[src/ansi_sgr_color_parser_unit_defines.svh]
// Assertion macros shared by the ANSI SGR color parser RTL.
// Each macro expects signals named clk and rst_n in the enclosing module.
`ifndef ANSI_SGR_COLOR_PARSER_UNIT_DEFINES_SVH
`define ANSI_SGR_COLOR_PARSER_UNIT_DEFINES_SVH

// Same-cycle implication, disabled during reset.
`define ASP_ASSERT_SAME(lbl, ante, cons) \
    lbl: assert property (@(posedge clk) disable iff (!rst_n) (ante) |-> (cons)) \
        else $error("asp: same-cycle check failed");

// Next-cycle implication, disabled during reset.
`define ASP_ASSERT_NEXT(lbl, ante, cons) \
    lbl: assert property (@(posedge clk) disable iff (!rst_n) (ante) |=> (cons)) \
        else $error("asp: next-cycle check failed");

`endif

[src/asp_pkg.sv]
// Package of the ANSI SGR color parser: attribute and result types, byte and
// SGR code constants, and the 16-color and 256-color palette functions.
`default_nettype none

package asp_pkg;

    typedef struct packed {
        logic [23:0] fg;
        logic [23:0] bg;
        logic        bold;
    } attr_t;

    typedef struct packed {
        logic [1:0]  kind;
        logic [7:0]  char_code;
        logic [23:0] fg_color;
        logic [23:0] back_color;
        logic        bold;
    } res_t;

    // A result request from the parser to the output stage.
    typedef struct packed {
        logic valid;
        res_t res;
    } res_req_t;

    localparam logic [1:0] KIND_CHAR    = 2'd0;
    localparam logic [1:0] KIND_NEWLINE = 2'd1;
    localparam logic [1:0] KIND_CLEAR   = 2'd2;

    localparam int unsigned CFG_IDX_W = 1;
    localparam logic [CFG_IDX_W-1:0] CFG_DEFAULT_FG = 1'b0;
    localparam logic [CFG_IDX_W-1:0] CFG_DEFAULT_BG = 1'b1;

    localparam logic [23:0] DEFAULT_FG_RESET = 24'hFFFFFF;
    localparam logic [23:0] DEFAULT_BG_RESET = 24'h000000;

    localparam logic [7:0] CH_ESC    = 8'h1B;
    localparam logic [7:0] CH_LF     = 8'h0A;
    localparam logic [7:0] CH_LBRACK = 8'h5B;
    localparam logic [7:0] CH_SEMI   = 8'h3B;
    localparam logic [7:0] CH_ZERO   = 8'h30;
    localparam logic [7:0] CH_NINE   = 8'h39;
    localparam logic [7:0] CH_SGR    = 8'h6D;
    localparam logic [7:0] CH_CLEAR  = 8'h4A;

    localparam logic [11:0] ACC_MAX = 12'hFFF;

    localparam logic [11:0] SGR_RESET     = 12'd0;
    localparam logic [11:0] SGR_BOLD      = 12'd1;
    localparam logic [11:0] SGR_NORMAL    = 12'd22;
    localparam logic [11:0] SGR_FG_EXT    = 12'd38;
    localparam logic [11:0] SGR_BG_EXT    = 12'd48;
    localparam logic [11:0] SGR_MODE_PAL  = 12'd5;
    localparam logic [11:0] SGR_MODE_RGB  = 12'd2;
    localparam logic [11:0] SGR_FG_BASE   = 12'd30;
    localparam logic [11:0] SGR_BG_BASE   = 12'd40;
    localparam logic [11:0] SGR_FG_BRIGHT = 12'd90;
    localparam logic [11:0] SGR_BG_BRIGHT = 12'd100;

    function automatic logic [23:0] basic_color(input logic [3:0] idx);
        logic [23:0] c;
        case (idx)
            4'd0:    c = 24'h000000;
            4'd1:    c = 24'hff0000;
            4'd2:    c = 24'h00ff00;
            4'd3:    c = 24'hffff00;
            4'd4:    c = 24'h0000ff;
            4'd5:    c = 24'hff00ff;
            4'd6:    c = 24'h00ffff;
            4'd7:    c = 24'hffffff;
            4'd8:    c = 24'h888888;
            4'd9:    c = 24'hff8888;
            4'd10:   c = 24'h88ff88;
            4'd11:   c = 24'hffff88;
            4'd12:   c = 24'h8888ff;
            4'd13:   c = 24'hff88ff;
            4'd14:   c = 24'h88ffff;
            default: c = 24'hffffff;
        endcase
        return c;
    endfunction

    function automatic logic [7:0] cube_step(input logic [2:0] idx);
        logic [7:0] s;
        case (idx)
            3'd0:    s = 8'd0;
            3'd1:    s = 8'd95;
            3'd2:    s = 8'd135;
            3'd3:    s = 8'd175;
            3'd4:    s = 8'd215;
            default: s = 8'd255;
        endcase
        return s;
    endfunction

    // 256-color palette entry for an index already saturated to 8 bits.
    function automatic logic [23:0] palette_color(input logic [7:0] n);
        logic [7:0]  i;
        logic [2:0]  r_idx;
        logic [2:0]  g_idx;
        logic [5:0]  rem36;
        logic [5:0]  rem6;
        logic [7:0]  gray;
        logic [23:0] c;
        i     = n - 8'd16;
        r_idx = 3'd0;
        for (int k = 1; k < 6; k++) begin
            if (i >= 8'(36 * k)) begin
                r_idx = 3'(k);
            end
        end
        rem36 = 6'(i - 8'(r_idx) * 8'd36);
        g_idx = 3'd0;
        for (int k = 1; k < 6; k++) begin
            if (rem36 >= 6'(6 * k)) begin
                g_idx = 3'(k);
            end
        end
        rem6 = rem36 - 6'(g_idx) * 6'd6;
        gray = 8'd8 + (n - 8'd232) * 8'd10;
        if (n < 8'd16) begin
            c = basic_color(n[3:0]);
        end else if (n <= 8'd231) begin
            c = {cube_step(r_idx), cube_step(g_idx), cube_step(rem6[2:0])};
        end else begin
            c = {gray, gray, gray};
        end
        return c;
    endfunction

    // Effect of one ordinary SGR code on the pending attributes.
    function automatic attr_t apply_code(input attr_t a, input logic [11:0] p,
                                         input logic [23:0] dfg,
                                         input logic [23:0] dbg);
        attr_t       r;
        logic [11:0] off;
        r   = a;
        off = 12'd0;
        if (p == SGR_RESET) begin
            r.fg   = dfg;
            r.bg   = dbg;
            r.bold = 1'b0;
        end else if (p == SGR_BOLD) begin
            r.bold = 1'b1;
        end else if (p == SGR_NORMAL) begin
            r.bold = 1'b0;
        end else if (p >= SGR_FG_BASE && p <= SGR_FG_BASE + 12'd7) begin
            off  = p - SGR_FG_BASE;
            r.fg = basic_color({1'b0, off[2:0]});
        end else if (p >= SGR_BG_BASE && p <= SGR_BG_BASE + 12'd7) begin
            off  = p - SGR_BG_BASE;
            r.bg = basic_color({1'b0, off[2:0]});
        end else if (p >= SGR_FG_BRIGHT && p <= SGR_FG_BRIGHT + 12'd7) begin
            off  = p - SGR_FG_BRIGHT;
            r.fg = basic_color({1'b1, off[2:0]});
        end else if (p >= SGR_BG_BRIGHT && p <= SGR_BG_BRIGHT + 12'd7) begin
            off  = p - SGR_BG_BRIGHT;
            r.bg = basic_color({1'b1, off[2:0]});
        end
        return r;
    endfunction

endpackage

`default_nettype wire

[src/asp_if.sv]
// Handshake interfaces of the ANSI SGR color parser: byte input, result
// output and configuration write. Depends on nothing.
`default_nettype none

interface asp_byte_if;
    logic       valid;
    logic       ready;
    logic [7:0] in_byte;
    modport source (output valid, output in_byte, input ready);
    modport sink (input valid, input in_byte, output ready);
endinterface

interface asp_result_if;
    logic        valid;
    logic        ready;
    logic [1:0]  kind;
    logic [7:0]  char_code;
    logic [23:0] fg_color;
    logic [23:0] back_color;
    logic        bold;
    modport source (output valid, output kind, output char_code, output fg_color,
                    output back_color, output bold, input ready);
    modport sink (input valid, input kind, input char_code, input fg_color,
                  input back_color, input bold, output ready);
endinterface

interface asp_cfg_if;
    logic        valid;
    logic        ready;
    logic [0:0]  index;
    logic [23:0] data;
    modport source (output valid, output index, output data, input ready);
    modport sink (input valid, input index, input data, output ready);
endinterface

`default_nettype wire

[src/asp_parser.sv]
// Escape/CSI parser state and single-pass byte update of the SGR attributes.
// Depends on asp_pkg and the assertion macros header.
`default_nettype none
`include "ansi_sgr_color_parser_unit_defines.svh"

module asp_parser (
    input  wire logic             clk,
    input  wire logic             rst_n,
    input  wire logic             fire,
    input  wire logic [7:0]       in_byte,
    input  wire logic [23:0]      default_fg,
    input  wire logic [23:0]      default_bg,
    output asp_pkg::res_req_t     res
);
    import asp_pkg::*;

    typedef enum logic [1:0] {MODE_NORMAL, MODE_ESC, MODE_CSI} mode_t;
    typedef enum logic [2:0] {EXT_NONE, EXT_MODE, EXT_INDEX, EXT_RED, EXT_GREEN,
                              EXT_BLUE} ext_t;

    mode_t       mode_reg, mode_next;
    ext_t        ext_reg, ext_next;
    logic [11:0] acc_reg, acc_next;
    logic        tgt_fg_reg, tgt_fg_next;
    logic [15:0] rg_reg, rg_next;
    attr_t       pend_reg, pend_next;
    attr_t       comm_reg, comm_next;

    ext_t        ep_ext;
    logic        ep_tgt_fg;
    logic [15:0] ep_rg;
    attr_t       ep_pend;
    logic        ep_code;
    logic [7:0]  p_sat;
    logic [23:0] ext_color;
    logic        ext_set;
    logic [15:0] acc_prod;
    logic [11:0] acc_digit;
    logic [7:0]  digit;

    // Value of the accumulator after one more decimal digit, saturated.
    always_comb
    begin
        digit     = in_byte - CH_ZERO;
        acc_prod  = {4'b0, acc_reg} * 16'd10 + {12'b0, digit[3:0]};
        acc_digit = (acc_prod > {4'b0, ACC_MAX}) ? ACC_MAX : acc_prod[11:0];
    end

    // Effect of closing the current parameter.
    always_comb
    begin
        p_sat     = (acc_reg > 12'd255) ? 8'hFF : acc_reg[7:0];
        ep_ext    = EXT_NONE;
        ep_tgt_fg = tgt_fg_reg;
        ep_rg     = rg_reg;
        ep_pend   = pend_reg;
        ep_code   = 1'b0;
        ext_set   = 1'b0;
        ext_color = palette_color(p_sat);
        case (ext_reg)
            EXT_MODE:
            begin
                if (acc_reg == SGR_MODE_PAL) begin
                    ep_ext = EXT_INDEX;
                end else if (acc_reg == SGR_MODE_RGB) begin
                    ep_ext = EXT_RED;
                end else begin
                    ep_code = 1'b1;
                end
            end
            EXT_INDEX:
            begin
                ext_set = 1'b1;
            end
            EXT_RED:
            begin
                ep_rg  = {p_sat, 8'h00};
                ep_ext = EXT_GREEN;
            end
            EXT_GREEN:
            begin
                ep_rg  = {rg_reg[15:8], p_sat};
                ep_ext = EXT_BLUE;
            end
            EXT_BLUE:
            begin
                ext_color = {rg_reg, p_sat};
                ext_set   = 1'b1;
            end
            default:
            begin
                ep_code = 1'b1;
            end
        endcase
        if (ext_set) begin
            if (tgt_fg_reg) begin
                ep_pend.fg = ext_color;
            end else begin
                ep_pend.bg = ext_color;
            end
        end
        if (ep_code) begin
            if (acc_reg == SGR_FG_EXT || acc_reg == SGR_BG_EXT) begin
                ep_tgt_fg = (acc_reg == SGR_FG_EXT);
                ep_ext    = EXT_MODE;
            end else begin
                ep_pend = apply_code(pend_reg, acc_reg, default_fg, default_bg);
            end
        end
    end

    always_comb
    begin
        mode_next   = mode_reg;
        ext_next    = ext_reg;
        acc_next    = acc_reg;
        tgt_fg_next = tgt_fg_reg;
        rg_next     = rg_reg;
        pend_next   = pend_reg;
        comm_next   = comm_reg;
        res.valid           = 1'b0;
        res.res.kind        = KIND_CHAR;
        res.res.char_code   = 8'h00;
        res.res.fg_color    = comm_reg.fg;
        res.res.back_color  = comm_reg.bg;
        res.res.bold        = comm_reg.bold;
        if (fire) begin
            case (mode_reg)
                MODE_NORMAL:
                begin
                    if (in_byte == CH_ESC) begin
                        mode_next = MODE_ESC;
                    end else if (in_byte == CH_LF) begin
                        res.valid    = 1'b1;
                        res.res.kind = KIND_NEWLINE;
                    end else begin
                        res.valid         = 1'b1;
                        res.res.char_code = in_byte;
                    end
                end
                MODE_ESC:
                begin
                    if (in_byte == CH_LBRACK) begin
                        mode_next = MODE_CSI;
                        acc_next  = 12'd0;
                        ext_next  = EXT_NONE;
                        pend_next = comm_reg;
                    end else begin
                        mode_next = MODE_NORMAL;
                    end
                end
                MODE_CSI:
                begin
                    if (in_byte inside {[CH_ZERO:CH_NINE]}) begin
                        acc_next = acc_digit;
                    end else if (in_byte == CH_SEMI) begin
                        ext_next    = ep_ext;
                        tgt_fg_next = ep_tgt_fg;
                        rg_next     = ep_rg;
                        pend_next   = ep_pend;
                        acc_next    = 12'd0;
                    end else if (in_byte == CH_SGR) begin
                        tgt_fg_next = ep_tgt_fg;
                        rg_next     = ep_rg;
                        pend_next   = ep_pend;
                        comm_next   = ep_pend;
                        acc_next    = 12'd0;
                        ext_next    = EXT_NONE;
                        mode_next   = MODE_NORMAL;
                    end else if (in_byte == CH_CLEAR) begin
                        acc_next     = 12'd0;
                        ext_next     = EXT_NONE;
                        pend_next    = comm_reg;
                        mode_next    = MODE_NORMAL;
                        res.valid    = 1'b1;
                        res.res.kind = KIND_CLEAR;
                    end else if (in_byte inside {"K", "H", "f", "A", "B", "C", "D",
                                                 "h", "l", "r"}) begin
                        acc_next  = 12'd0;
                        ext_next  = EXT_NONE;
                        pend_next = comm_reg;
                        mode_next = MODE_NORMAL;
                    end
                end
                default:
                begin
                    mode_next = MODE_NORMAL;
                end
            endcase
        end
    end

    always_ff @(posedge clk or negedge rst_n)
    begin
        if (!rst_n) begin
            mode_reg   <= MODE_NORMAL;
            ext_reg    <= EXT_NONE;
            acc_reg    <= 12'd0;
            tgt_fg_reg <= 1'b0;
            rg_reg     <= 16'd0;
            pend_reg   <= '{fg: DEFAULT_FG_RESET, bg: DEFAULT_BG_RESET, bold: 1'b0};
            comm_reg   <= '{fg: DEFAULT_FG_RESET, bg: DEFAULT_BG_RESET, bold: 1'b0};
        end else begin
            mode_reg   <= mode_next;
            ext_reg    <= ext_next;
            acc_reg    <= acc_next;
            tgt_fg_reg <= tgt_fg_next;
            rg_reg     <= rg_next;
            pend_reg   <= pend_next;
            comm_reg   <= comm_next;
        end
    end

    `ASP_ASSERT_SAME(a_ext_only_in_csi, ext_reg != EXT_NONE, mode_reg == MODE_CSI)
    `ASP_ASSERT_SAME(a_acc_only_in_csi, acc_reg != 12'd0, mode_reg == MODE_CSI)
    `ASP_ASSERT_SAME(a_clear_from_csi, res.valid && res.res.kind == KIND_CLEAR, mode_reg == MODE_CSI && in_byte == CH_CLEAR)
    `ASP_ASSERT_NEXT(a_commit_on_sgr, !(fire && mode_reg == MODE_CSI && in_byte == CH_SGR), $stable(comm_reg))
    `ASP_ASSERT_SAME(a_no_result_idle, !fire, !res.valid)

endmodule

`default_nettype wire

[src/asp_out_stage.sv]
// Output register of the ANSI SGR color parser: holds one result request
// until the receiver takes it. Depends on asp_pkg and asp_if.
`default_nettype none

module asp_out_stage (
    input  wire logic              clk,
    input  wire logic              rst_n,
    input  wire asp_pkg::res_req_t req,
    output logic                   free,
    asp_result_if.source           out_ch
);
    import asp_pkg::*;

    logic vld_reg;
    res_t res_reg;

    // The register can load when it is empty or being emptied this cycle.
    assign free = !vld_reg || out_ch.ready;

    always_ff @(posedge clk or negedge rst_n)
    begin
        if (!rst_n) begin
            vld_reg <= 1'b0;
        end else if (free) begin
            vld_reg <= req.valid;
        end
    end

    always_ff @(posedge clk)
    begin
        if (free && req.valid) begin
            res_reg <= req.res;
        end
    end

    assign out_ch.valid      = vld_reg;
    assign out_ch.kind       = res_reg.kind;
    assign out_ch.char_code  = res_reg.char_code;
    assign out_ch.fg_color   = res_reg.fg_color;
    assign out_ch.back_color = res_reg.back_color;
    assign out_ch.bold       = res_reg.bold;

endmodule

`default_nettype wire

[src/ansi_sgr_color_parser_unit.sv]
// ANSI SGR color parser, top level: the input byte register, default color
// registers, the parser and the output stage. Uses asp_pkg, asp_if and
// the modules asp_parser and asp_out_stage.
//
// Usage: terminal bytes enter on in_ch, one per request. Character bytes,
// newlines and clear-screen events leave on out_ch with the committed
// foreground, background and bold; other escape sequences produce no result.
// cfg_ch writes default_fg (index 0) and default_bg (index 1); it is always
// ready and is meant to be written only while the block is idle.
// A byte that is accepted waits in the input register and then passes through
// the parser into the output register. Throughput is one byte per cycle while
// the receiver takes results; the parser updates the attributes in one pass.
// Reset puts the parser in normal mode with both attribute sets at the reset
// defaults (white on black, not bold) and empties both registers.
// When the receiver stalls, the output register holds its result and the
// input register can still take one more byte before in_ch.ready drops.
`default_nettype none

module ansi_sgr_color_parser_unit (
    input  wire logic     clk,
    input  wire logic     rst_n,
    asp_byte_if.sink      in_ch,
    asp_result_if.source  out_ch,
    asp_cfg_if.sink       cfg_ch
);
    import asp_pkg::*;

    logic        in_vld_reg;
    logic [7:0]  in_byte_reg;
    logic [23:0] dfg_reg;
    logic [23:0] dbg_reg;
    logic        out_free;
    logic        fire;
    res_req_t    req;

    assign fire         = in_vld_reg && out_free;
    assign in_ch.ready  = !in_vld_reg || fire;
    assign cfg_ch.ready = 1'b1;

    always_ff @(posedge clk or negedge rst_n)
    begin
        if (!rst_n) begin
            in_vld_reg <= 1'b0;
            dfg_reg    <= DEFAULT_FG_RESET;
            dbg_reg    <= DEFAULT_BG_RESET;
        end else begin
            if (in_ch.ready) begin
                in_vld_reg <= in_ch.valid;
            end
            if (cfg_ch.valid && cfg_ch.index == CFG_DEFAULT_FG) begin
                dfg_reg <= cfg_ch.data;
            end
            if (cfg_ch.valid && cfg_ch.index == CFG_DEFAULT_BG) begin
                dbg_reg <= cfg_ch.data;
            end
        end
    end

    always_ff @(posedge clk)
    begin
        if (in_ch.ready && in_ch.valid) begin
            in_byte_reg <= in_ch.in_byte;
        end
    end

    asp_parser u_parser (
        .clk        (clk),
        .rst_n      (rst_n),
        .fire       (fire),
        .in_byte    (in_byte_reg),
        .default_fg (dfg_reg),
        .default_bg (dbg_reg),
        .res        (req)
    );

    asp_out_stage u_out_stage (
        .clk    (clk),
        .rst_n  (rst_n),
        .req    (req),
        .free   (out_free),
        .out_ch (out_ch)
    );

endmodule

`default_nettype wire

[src/flat_wrapper.sv]
// flat-port wrapper written by rule: the top's interface ports become plain ports
module ansi_sgr_color_parser_unit_flat import asp_pkg::*;
  (clk, rst_n, in_ch_valid, in_ch_in_byte, in_ch_ready, out_ch_valid, out_ch_kind, out_ch_char_code, out_ch_fg_color, out_ch_back_color, out_ch_bold, out_ch_ready, cfg_ch_valid, cfg_ch_index, cfg_ch_data, cfg_ch_ready);
  asp_byte_if in_ch_i ();
  asp_result_if out_ch_i ();
  asp_cfg_if cfg_ch_i ();
  input  wire logic clk;
  input  wire logic rst_n;
  input wire logic [$bits(in_ch_i.valid)-1:0] in_ch_valid;
  input wire logic [$bits(in_ch_i.in_byte)-1:0] in_ch_in_byte;
  output wire logic [$bits(in_ch_i.ready)-1:0] in_ch_ready;
  output wire logic [$bits(out_ch_i.valid)-1:0] out_ch_valid;
  output wire logic [$bits(out_ch_i.kind)-1:0] out_ch_kind;
  output wire logic [$bits(out_ch_i.char_code)-1:0] out_ch_char_code;
  output wire logic [$bits(out_ch_i.fg_color)-1:0] out_ch_fg_color;
  output wire logic [$bits(out_ch_i.back_color)-1:0] out_ch_back_color;
  output wire logic [$bits(out_ch_i.bold)-1:0] out_ch_bold;
  input wire logic [$bits(out_ch_i.ready)-1:0] out_ch_ready;
  input wire logic [$bits(cfg_ch_i.valid)-1:0] cfg_ch_valid;
  input wire logic [$bits(cfg_ch_i.index)-1:0] cfg_ch_index;
  input wire logic [$bits(cfg_ch_i.data)-1:0] cfg_ch_data;
  output wire logic [$bits(cfg_ch_i.ready)-1:0] cfg_ch_ready;
  assign in_ch_i.valid = in_ch_valid;
  assign in_ch_i.in_byte = in_ch_in_byte;
  assign in_ch_ready = in_ch_i.ready;
  assign out_ch_valid = out_ch_i.valid;
  assign out_ch_kind = out_ch_i.kind;
  assign out_ch_char_code = out_ch_i.char_code;
  assign out_ch_fg_color = out_ch_i.fg_color;
  assign out_ch_back_color = out_ch_i.back_color;
  assign out_ch_bold = out_ch_i.bold;
  assign out_ch_i.ready = out_ch_ready;
  assign cfg_ch_i.valid = cfg_ch_valid;
  assign cfg_ch_i.index = cfg_ch_index;
  assign cfg_ch_i.data = cfg_ch_data;
  assign cfg_ch_ready = cfg_ch_i.ready;
  ansi_sgr_color_parser_unit u_core (.clk(clk), .rst_n(rst_n), .in_ch(in_ch_i), .out_ch(out_ch_i), .cfg_ch(cfg_ch_i));
endmodule
[config.mk]
export PLATFORM = sky130hd
export DESIGN_NAME = ansi_sgr_color_parser_unit_flat
export DESIGN_NICKNAME = d
export VERILOG_FILES = /design/src/asp_pkg.sv /design/src/asp_if.sv /design/src/asp_parser.sv /design/src/asp_out_stage.sv /design/src/ansi_sgr_color_parser_unit.sv /design/src/flat_wrapper.sv
export VERILOG_INCLUDE_DIRS = /design/src /design/src/src
export SDC_FILE = /design/constraint.sdc
export NUM_CORES = 1
export LEC_CHECK = 0
export ABC_AREA = 1
export BUFFER_PORTS_ARGS = -buffer_cell sky130_fd_sc_hd__buf_4
export CAP_MARGIN = 20
export CORE_MARGIN = 2
export CORE_UTILIZATION = 25
export DETAILED_ROUTE_END_ITERATION = 12
export PLACE_DENSITY = 0.37
export SLEW_MARGIN = 20
export SYNTH_ARGS = -nofsm -noshare
export SYNTH_HDL_FRONTEND = slang
export SYNTH_SLANG_ARGS = --single-unit
[constraint.sdc]
create_clock -name clk -period 6 [get_ports clk]
set_clock_uncertainty 0.1 [all_clocks]
set_input_delay 1.8 -clock clk [delete_from_list [all_inputs] [get_ports clk]]
set_output_delay 1.8 -clock clk [all_outputs]
set_load 0.005 [all_outputs]
==> reports/results.ini, run 1 <==
[clocking]
insertion_delay_ns=0.57
cts.clk_slew.worst_paths_ns=0.06
clkSinkCount=249
cts_tree=yes
root_buffer=clkbuf_16
htreeDepth=1
cts_buffers=30
clockBufferDepth=3

[grt]
use_met1_pct=25.1
grtUsageMet2_pct=26.5
grt-busiest-layer=met2
grt_overflow=0
antenna_found_initial=0
grt_pass1_wl_um=79900
grt_use_total_pct=17.6
grt_pass1_vias=12408
grt_max_degree=106
grt_util_met3_pct=3.99

[synth]
synth_edf_count=67
yosysSeqAreaShare_pct=46.8
synth_top_family_by_area=simple AND/OR/NAND/NOR gates
ys_warn_count=0
syn_area_per_cell_um2=8.13
synthesis.nets=1845
yosys.area_share.xor_xnor_pct=0.923
ys_seq_elements=249
synthAdderAreaFrac_pct=5.22
synth_async_sr_flop_share_pct=73.1
synth_compound_area_share_pct=19.2
syn_inst=1750
synth_flop_cell=dfrtp_1
yosys.area_share.simple_pct=20.0
muxShareOfSynthArea_pct=0
yosys.cell_types.count=59
syn_area_um2=14200

[critical_path]
cp-end-kind=register
max_stage_delay_ns=0.47
r2r-start=u_core.u_parser.acc_reg[11]$_DFFE_PN0P_
cp.required_ns=6.33
r2r_setup_slack_ns=0.54
crit_type=reg -> reg
crit_family=simple AND/OR/NAND/NOR gates
crit_top_cell=nand2_1
critPathLaunchType=register
worst-path-buf-inv=5
cp_max_fo=9
cp_slowest_cell=dfrtp_2
cp.arrival_ns=5.78
worstReg2RegEnd=u_core.u_parser.pend_reg[7]$_DFFE_PN0P_
reg2regPathDepth=35

[cells_and_area]
drive_above_1_share_pct=18.1
layout_commonest_cell=nand2_1
nets=1938
final_cell_mix=nand2_1, o21ai_0, inv_1
fin_area_um2=16900
fillers=6106
syn2layout_area_growth_pct=18.8

[drt]
routed_wirelength_um=52200
vias=12494
drtIter0Drc=950
ant_nets=0
drc_errors=0
post_drt_wl_per_cell_um=19.9
post_drt_via_cell_ratio=4.76
drtPass1Iterations=5

[sta]
finalCritPeriodShare_pct=91.0
tightestPinTransition_ns=1.04
setup-violations-final=0
period_needed_ns=5.46
setup_tns_ns=0
relSlewSlack_pct=30.7
fmax_mhz=183
hold_viol=0
slew_viol_final=0

[hold_path]
holdPathStages=2
min_from=u_core.u_parser.pend_reg[39]$_DFFE_PN1P_
min_path_type=reg -> reg
holdPathEnd=u_core.u_parser.pend_reg[39]$_DFFE_PN1P_

[power_and_ir_drop]
ir_drop_uv=197
p_leak_uw=0.00754
powerDensity_nw_per_um2=298

[place]
gp_congestion=0.922
dpl_cell_area_um2=15900
hpwl_um=37200
io_buffer_count=98

[floorplan]
io_pins=100
dieHeight_um=243
die_area_um2=58800
rows=87
start_util_pct=25.2
die_x_um=243
core-area_um2=56400

[run_status]
status=complete, no violations

[flow_run]
drv_cap=0

worst max-delay path by stage:
stage | start | end | slack [ns] | cells after the start
3_3_place_gp | u_core.u_parser.acc_reg[8]$_DFFE_PN0P_ | u_core.u_parser.pend_reg[1]$_DFFE_PN0P_ | 0.42 | 33
3_5_place_dp | u_core.u_parser.acc_reg[8]$_DFFE_PN0P_ | u_core.u_parser.pend_reg[1]$_DFFE_PN0P_ | 0.25 | 33
6_report | u_core.u_parser.acc_reg[11]$_DFFE_PN0P_ | u_core.u_parser.pend_reg[7]$_DFFE_PN0P_ | 0.54 | 35
5_1_grt | u_core.u_parser.acc_reg[11]$_DFFE_PN0P_ | u_core.u_parser.pend_reg[1]$_DFFE_PN0P_ | -0.01 | 34
4_1_cts | u_core.u_parser.acc_reg[8]$_DFFE_PN0P_ | u_core.u_parser.pend_reg[1]$_DFFE_PN0P_ | 0.21 | 33
2_1_floorplan | u_core.u_parser.acc_reg[8]$_DFFE_PN0P_ | u_core.u_parser.pend_reg[2]$_DFFE_PN0P_ | 0.86 | 33
cells by family after synthesis:
family / after synthesis
other: 1
AND/OR/NAND/NOR: 654
buffers and inverters: 287
XOR/XNOR: 15
flip-flops: 249
adder cells (fa/ha/maj): 57
AO/OA/AOI/OAI: 487
Yosys cell counts, types with 12 or more instances:
cell type	number	area share (%)
nor2_1	145	3.8
nand3_1	64	2.3
clkbuf_1	48	1.3
o22ai_1	32	1.4
nand4_1	18	0.79
dfstp_2	72	13
o21ai_0	242	8.5
a31oi_1	21	0.92
dfrtp_1	110	19
buf_2	20	0.70
nand2_2	15	0.66
a21oi_1	89	3.1
ha_1	53	4.7
edfxtp_1	67	14
o211ai_1	31	1.6
o21ai_1	33	1.2
xor2_1	12	0.74
nand2_1	372	9.8
inv_1	198	5.2
power breakdown:
group	switching, µW	internal, µW
logic	740	372
registers	112	2030
clock network	747	1030
routing by layer:
layer / wire length, µm / share of wire, %
met5: 0 / 0
met4: 1640 / 3.1
met3: 3610 / 6.9
met2: 22100 / 42
met1: 24900 / 48
worst reg2reg max path: cells and delay by family (launching register included):
family	cells	cell delay [ns]
adder cells (fa/ha/maj)	4	1.09
flip-flops	1	0.47
buffers and inverters	5	0.46
XOR/XNOR	3	0.64
AO/OA/AOI/OAI	8	1.11
AND/OR/NAND/NOR	15	1.43
per-stage QoR:
step	hold WS [ns]	total power (µW)	setup slack (ns)	utilization, %	std cells
after floorplan	0.325	2780	0.865	-	1750
after global placement	0.363	3290	0.423	28.2	2560
after detailed placement	0.368	3290	0.246	28.2	2560
after CTS	0.379	5110	0.212	29.8	2615
after global routing	0.394	5340	-0.0118	30.0	2622
final	0.377	5030	0.543	30.0	2623
cell type report:
cell class | instances | area, µm² | share of cell area, %
Sequential cell | 249 | 6660 | 39.4
Tap cell | 756 | 946 | 5.60
Inverter | 211 | 792 | 4.68
Clock inverter | 12 | 115 | 0.681
Clock buffer | 43 | 821 | 4.85
Antenna cell | 1 | 2.50 | 0.0148
Timing Repair Buffer | 137 | 1050 | 6.19
Multi-Input combinational cell | 1214 | 6520 | 38.6
what timing repair did:
item / CTS / global route
hold buffers: 0 / 0
buffers inserted: 0 / 7
gates resized for setup: 0 / 12
endpoints found under the setup margin: 0 / 30
Power figures use the tool's default switching activity.
==> inputs of run 2 (changes only) <==
--- a/config.mk
+++ b/config.mk
@@ -12,7 +12,7 @@
 export CORE_MARGIN = 2
 export CORE_UTILIZATION = 25
 export DETAILED_ROUTE_END_ITERATION = 12
-export PLACE_DENSITY = 0.37
+export PLACE_DENSITY = 0.38
 export SLEW_MARGIN = 20
 export SYNTH_ARGS = -nofsm -noshare
 export SYNTH_HDL_FRONTEND = slang
==> constraint.sdc (replaced) <==
create_clock -name clk -period 4.7 [get_ports clk]
set_clock_uncertainty 0.1 [all_clocks]
set_input_delay 1.41 -clock clk [delete_from_list [all_inputs] [get_ports clk]]
set_output_delay 1.41 -clock clk [all_outputs]
set_load 0.005 [all_outputs]
==> run 2 against run 1 <==
  * The run now ends with setup timing left
  * Register-to-register slack lost 0.67 ns
  * Global-route usage shrank 0.34 points
  * Critical path type unchanged
  * First-iteration DRC count grew 21%
  * Clock-buffer cell count is the same
  * Critical endpoint is now u_core.u_parser.pend_reg[18]$_DFFE_PN0P_
  * Clock power grew 42%
  * Largest cell class is now multi-input combinational cells
==> reports/results.ini, run 2 (synthesis gave the netlist of run 1 again) <==
[run_status]
status=finished with violations
violations=setup timing

[floorplan]
rows=87  ; unchanged
die_x_um=243  ; unchanged
die_area_um2=58800  ; unchanged
io_pins=100  ; unchanged
core-area_um2=56400  ; unchanged
start_util_pct=25.2  ; unchanged
dieHeight_um=243  ; unchanged

[power_and_ir_drop]
p_leak_uw=0.00821  ; +8.9%
powerDensity_nw_per_um2=369  ; +24%
ir_drop_uv=354  ; +80%
total_power_uw=6800  ; +35%

[cells_and_area]
finalNonFillerCells=2733  ; +4.2%
layout_commonest_cell=nand2_1
final_cell_mix=nand2_1, buf_4, o21ai_0
drive_above_1_share_pct=27.2  ; +9.1 points
final_util_pct=32.7  ; +2.7 points
syn2layout_area_growth_pct=29.6
fin_area_um2=18400  ; +9.1%
nets=2047  ; +5.6%

[drt]
ant_nets=0  ; unchanged
drtPass1Iterations=8  ; +3
drc_errors=0  ; unchanged
post_drt_wl_per_cell_um=19.1  ; -4.2%
vias=12940  ; +3.6%
drtIter0Drc=1146  ; +21%
routed_wirelength_um=52100  ; -0.13%
post_drt_via_cell_ratio=4.73  ; -0.60%

[place]
hpwl_um=37500  ; +0.89%
pre_cts_slack_ns=-0.295  ; -0.541 ns
dp.cells=2636  ; +3.0%
gp_congestion=0.897  ; -2.8%
io_buffer_count=98  ; unchanged
dpl_cell_area_um2=16500  ; +4.2%

[clocking]
htreeDepth=1  ; unchanged
root_buffer=clkbuf_16
cts_buffers=31  ; +3.3%
clockBufferDepth=3  ; unchanged
cts_tree=yes
cts.clk_slew.worst_paths_ns=0.07  ; about the same
insertion_delay_ns=0.58  ; about the same
clkSinkCount=249  ; unchanged
holdBufCountCts=0  ; unchanged

[critical_path]
critPathLaunchType=register
crit_type=reg -> reg
cp.required_ns=5.04  ; -1.29 ns
cp-end-kind=register
crit_top_cell=buf_4
cp_slowest_cell=dfrtp_2
cp_max_fo=7  ; -2
worst-path-buf-inv=17  ; +12
max_stage_delay_ns=0.44  ; -0.03 ns
crit_family=buffers and inverters
cp.arrival_ns=5.16  ; -0.62 ns

[grt]
grt_pass1_wl_um=78800  ; -1.3%
antenna_found_initial=5  ; +5
grt_use_total_pct=17.3  ; -0.34 points
grt_pass1_vias=12438  ; +0.24%
grt_max_degree=81  ; -24%
grt_overflow=0  ; unchanged

[sta]
relSlewSlack_pct=16.8  ; -14 points
hold_viol=0  ; unchanged
setup-violations-final=33  ; +33
finalCritPeriodShare_pct=103  ; +12 points
fmax_mhz=207  ; +13%
slew_viol_final=0  ; unchanged
period_needed_ns=4.83  ; -0.632 ns
tightestPinTransition_ns=1.25  ; +0.208 ns
fin_ws_ns=-0.125  ; -0.668 ns
rsz0062_at_grt=yes

[hold_path]
min_path_type=reg -> reg

[flow_run]
drv_cap=0  ; unchanged

## run 2: where the power goes
group	internal [µW]	total (µW)	switching, µW	leakage, µW
registers	2590	2740	149	0.00276
clock network	1550	2520	967	0.000530
logic	545	1540	992	0.00492
total	4690	6800	2110	0.00821
## run 2: layout make-up
type                            count  area (µm²)
Fill cell                        6014       38000
Multi-Input combinational cell   1214        6990
Sequential cell                   249        6660
Timing Repair Buffer              245        1950
Tap cell                          756         946
Clock buffer                       43         902
Inverter                          211         801
Clock inverter                     14         179
Antenna cell                        1        2.50
## run 2: worst paths after layout
path	slack (ns)	start	endpoint	depth (start not counted)
max reg2reg	-0.13	u_core.u_parser.acc_reg[9]$_DFFE_PN0P_	u_core.u_parser.pend_reg[18]$_DFFE_PN0P_	33
max	-0.13	u_core.u_parser.acc_reg[9]$_DFFE_PN0P_	u_core.u_parser.pend_reg[18]$_DFFE_PN0P_	33
max in group asynchronous	2.98	rst_n	u_core.dfg_reg[20]$_DFFE_PN1P_	2
min in group asynchronous	0.73	rst_n	u_core.u_parser.pend_reg[7]$_DFFE_PN0P_	1
min reg2reg	0.37	u_core.u_parser.pend_reg[33]$_DFFE_PN1P_	u_core.u_parser.pend_reg[33]$_DFFE_PN1P_	2
min	0.37	u_core.u_parser.pend_reg[33]$_DFFE_PN1P_	u_core.u_parser.pend_reg[33]$_DFFE_PN1P_	2
## run 2: through the flow
step	hold WS, ns	setup TNS [ns]
2_1_floorplan	0.325	-0.244
3_3_place_gp	0.363	-5.13
3_5_place_dp	0.362	-8.87
4_1_cts	0.373	-2.18
5_1_grt	0.384	-19.77
6_report	0.374	-2.61
## run 2: routing by layer
| metal | GRT usage [%] | vias up | part of all wire (%) |
|---|---|---|---|
| li1 | - | 6284 | - |
| met1 | 25.4 | 6207 | 48 |
| met2 | 25.7 | 374 | 43 |
| met3 | 3.26 | 71 | 5.9 |
| met4 | 4.62 | 4 | 2.8 |
| met5 | 0 | - | 0.050 |
## run 2: timing repair
| action | in CTS | in global routing |
|---|---|---|
| buffers inserted | 22 | 20 |
| gates cloned | 0 | 0 |
| resized for setup | 38 | 97 |
| pin swaps | 43 | 40 |
| endpoints found under the setup margin | 62 | 87 |
| endpoints found under the hold margin | 0 | 0 |
## run 2: worst reg2reg max path: cells and delay by family, from the launching register on
kind,cells,cell delay [ns]
compound gates,5,0.64
fa+ha+maj,1,0.17
buf+inv,17,2.21
simple gates,10,1.12
flops,1,0.44
